File: config.mk
export PLATFORM = sky130hd
export DESIGN_NAME = lcspe_mul
export DESIGN_NICKNAME = d
export VERILOG_FILES = /design/src/hw/rtl/lcspe_mul.sv
export SDC_FILE = /design/constraint.sdc
export NUM_CORES = 2
export LEC_CHECK = 0
export BUFFER_PORTS_ARGS = -buffer_cell sky130_fd_sc_hd__buf_2
export CORE_MARGIN = 5
export CORE_UTILIZATION = 59
export CTS_CLUSTER_DIAMETER = 150
export DETAILED_ROUTE_END_ITERATION = 16
export PLACE_DENSITY = 0.76
export SLEW_MARGIN = 20
export SYNTH_ARGS = -nofsm -noshare
export SYNTH_HDL_FRONTEND = slang
export SYNTH_SLANG_ARGS = --single-unit
File: constraint.sdc
create_clock -name clk_i -period 12.8 [get_ports clk_i]
set_clock_uncertainty 0.1 [all_clocks]
set_input_delay 0 -clock clk_i [delete_from_list [all_inputs] [get_ports clk_i]]
set_output_delay 0 -clock clk_i [all_outputs]
set_load 0.01 [all_outputs]
File: src/hw/rtl/lcspe_mul.sv
module lcspe_mul #(
  parameter int AW = 32,
  parameter int BW = 32,
  parameter int SH = 32,
  parameter int OW = 32
) (
  input  logic          clk_i,
  input  logic          en_i,
  input  logic [AW-1:0] a_i,
  input  logic [BW-1:0] b_i,
  output logic [OW-1:0] p_o
);
  localparam int AL = (AW + 1) / 2;
  localparam int AH = AW - AL;
  localparam int BL = (BW + 1) / 2;
  localparam int BH = BW - BL;
  localparam int PW = AW + BW;

  logic [AL+BL-1:0] pll_q;
  logic [AL+BH-1:0] plh_q;
  logic [AH+BL-1:0] phl_q;
  logic [AH+BH-1:0] phh_q;
  logic [PW-1:0]    sum_d;
  logic [OW-1:0]    p_q;

  always_ff @(posedge clk_i) begin
    if (en_i) begin
      pll_q <= a_i[AL-1:0] * b_i[BL-1:0];
      plh_q <= a_i[AL-1:0] * b_i[BW-1:BL];
      phl_q <= a_i[AW-1:AL] * b_i[BL-1:0];
      phh_q <= a_i[AW-1:AL] * b_i[BW-1:BL];
      p_q   <= sum_d[SH +: OW];
    end
  end

  assign sum_d = (PW'(phh_q) << (AL + BL)) + (PW'(phl_q) << AL)
               + (PW'(plh_q) << BL) + PW'(pll_q);
  assign p_o = p_q;

endmodule

==> flow_summary_export.csv <==
group,metric,value,unit
outcome,status,"finished, final reports clean",
synthesis,syn-num-nets,5526,
global_route,grt_pass1_vias,30700,
routing,wirelength,99100,um
clock_network,numCtsBuffers,17,
global_route,antenna_found_initial,5,
setup_path,critPathKind,"in -> reg",
sta,min_period,6.15,ns
hold_path,hold_class,"in -> reg",
synthesis,ys_seq_area_share,10.9,%
routing,wl_per_cell,19.7,um
clock_network,cts_buffer_depth,2,
clock_network,cts.clk_slew.worst_paths,0.06,ns
clock_network,clock_latency,0.48,ns
synthesis,syn_avg_cell_area,9.43,um2
job,max_cap_violations,0,
hold_path,whs_path_depth,3,
floorplanning,die_y,269,um
sta,fin_crit_sh,48.0,%
routing,avgViaCountPerCell,5.66,
sta,fin_setup_tns,0,ns
placement,gp_congestion,0.943,
setup_path,cp-startpoint,"a_i[11]",
floorplanning,io_pins,98,
synthesis,syn_inst,4209,
global_route,track_usage,28.4,%
cells_and_area,syn2layout_area_growth,3.82,%
global_route,grt_first_pass_wirelength,163000,um
cells_and_area,layout.cells.non_filler,5024,
routing,drt_iter0_markers,1970,
synthesis,synth-seq-cells,144,
cells_and_area,final_cell_mix,"inv_1, fa_1, nand2_1",
synthesis,syn_area,39700,um2
synthesis,async_flop_share,0,%
global_route,grt_max_degree,79,
floorplanning,die_x,269,um
clock_network,h-tree-depth,4,
synthesis,synth_edf_count,144,
routing,drt_first_pass_iters,12,
cells_and_area,fin_nets,5451,
global_route,grtUsageMet3,9.01,%
setup_path,rr_startpoint,"pll_q[26]",
hold_path,whs_endpoint,"phl_q[0]",
sta,grt_setup_unrepaired,"no",
floorplanning,fp.coreArea,66900,um2
setup_path,worstPathArrival,6.25,ns
sta,relSlewSlack,37.1,%
hold_path,hold_path.startpoint,"a_i[16]",
setup_path,start_kind,"primary input",
routing,antenna_left,0,
global_route,busiest_layer,"met2",
clock_network,cts-resized-gates,0,
floorplanning,die_area,72600,um2
global_route,met1_usage,38.4,%
placement,dp_hpwl,74200,um
routing,route.detailed.drc,0,
floorplanning,rows,95,
clock_network,clock-sinks,144,
global_route,grt_overflow_total,0,
setup_path,rrSetupSlack,8.75,ns
cells_and_area,drive_gt1_share,4.05,%
cells_and_area,fillers,5525,
floorplanning,start_util,59.3,%
clock_network,cts_tree,"yes",
synthesis,synth_flop_cell,"edfxtp_1",
synthesis,ys_warn_count,0,
synthesis,ys_types,73,
global_route,grt_use_met2,44.6,%
placement,port_buffers,97,
clock_network,cts_hold_buf,1,
sta,setup_viol,0,
setup_path,required,12.90,ns
cells_and_area,final_common_cell,"inv_1",
sta,clock.fmax,0.163,GHz
setup_path,worstPathMaxFanout,32,
routing,dr_total_vias,28400,
sta,finalHoldViolCount,0,
setup_path,r2r_cells,11,
clock_network,root_buffer,"clkbuf_16",
setup_path,endpoint_kind,"register",
placement,dp.cells,4987,
clock_network,postCtsSetupBuffers,0,
sta,worst_slew_pin_slew,0.943,ns
sta,report.final.slew_viol_count,0,
setup_path,r2r-end,"p_o[31]",
metal layers:
metal  wire length [um]  up-vias  share of wire, %
li1                   -    12500                 -
met1              39800    14400                40
met2              44900     1334                45
met3              11300      194                11
met4               2970        2               3.0
met5                 12        -             0.012
cell usage after synthesis, types with 2 or more instances:
cell,count,area share (%)
edfxtp_1,144,11
nand2_1,607,5.7
nor3_1,19,0.24
and2_1,472,7.4
o31a_1,4,0.088
fa_1,806,41
nand2b_1,5,0.079
a21o_1,52,0.98
and3_1,16,0.25
a41oi_1,2,0.044
a211oi_2,2,0.063
nand3b_1,3,0.057
nand4_1,18,0.28
a211o_1,3,0.066
o21ai_0,36,0.45
nor2_1,65,0.61
xnor2_1,101,2.2
clkbuf_1,198,1.9
xor2_1,29,0.64
nor4b_4,2,0.12
inv_1,921,8.7
a21oi_4,2,0.082
nand3_1,31,0.39
o22ai_1,4,0.063
ha_1,445,14
nor2b_1,11,0.17
o31ai_2,4,0.13
o21a_1,16,0.30
o31ai_1,6,0.11
a21oi_2,5,0.11
o2111ai_1,2,0.044
o311ai_1,3,0.066
or3_1,4,0.063
a2111oi_4,2,0.14
o21ai_1,3,0.038
or2_2,3,0.047
o21bai_1,16,0.30
a211oi_1,5,0.095
a31oi_1,6,0.095
a21oi_1,98,1.2
o211ai_1,6,0.11
through the flow:
stage | worst slack, ns | hold WS (ns) | utilization, % | cell area, um2
floorplan | 7.04 | 0.0125 | - | 39700
global placement | 6.31 | 0.312 | 60.7 | 40600
detailed placement | 6.25 | 0.312 | 60.7 | 40600
CTS | 6.76 | 0.104 | 61.6 | 41200
global route | 6.39 | 0.153 | 61.6 | 41200
finish | 6.65 | 0.150 | 61.6 | 41200
registers in the layout (all words and copies together) (netlist names):
| register | cells |
|---|---|
| phh_q | 32 |
| p_o | 32 |
| plh_q | 32 |
| phl_q | 32 |
| pll_q | 16 |
final cells by class:
cell class	count	area [um2]	share of cell area [%]
multi-input combinational	2945	31200	75.6
sequential	144	4320	10.5
inverter	921	3460	8.39
tap	873	1090	2.65
timing repair buffer	105	554	1.34
clock buffer	17	425	1.03
clock inverter	15	184	0.446
antenna	4	10.0	0.0243
how the worst max path moves through the flow:
| stage | endpoint | depth (start not counted) |
|---|---|---|
| after floorplan | pll_q[28] | 21 |
| after global placement | phh_q[31] | 21 |
| after detailed placement | pll_q[20] | 20 |
| after CTS | pll_q[20] | 20 |
| final | pll_q[20] | 20 |
| after global routing | pll_q[20] | 20 |
logic make-up (layout without fill, tap and decap cells):
| family | count (synthesis) | count (layout) | share of synthesized area [%] |
|---|---|---|---|
| xor gates and xnor gates | 130 | 130 | 2.87 |
| buffers and inverters | 1120 | 1058 | 10.6 |
| other | 0 | 4 | 0 |
| and+or+nand+nor | 1264 | 1264 | 15.7 |
| DFF | 144 | 144 | 10.9 |
| adders and majority gates | 1251 | 1251 | 54.7 |
| AOI/OAI and AO/OA | 300 | 300 | 5.32 |
worst max-delay path: stages:
cell,delay [ns]
buf_2,0.66
nand2_1,0.18
fa_1,0.54
fa_1,0.51
fa_1,0.52
inv_1,0.05
fa_1,0.51
fa_1,0.51
inv_1,0.05
fa_1,0.47
inv_1,0.04
ha_1,0.29
a21o_1,0.16
a21o_1,0.20
a2111oi_4,0.38
o31ai_2,0.14
a211oi_1,0.47
inv_1,0.09
a21oi_1,0.19
xnor2_1,0.30
Power is not shown: default switching activity piles up to over one toggle a cycle in this logic, so the estimate is an artifact.
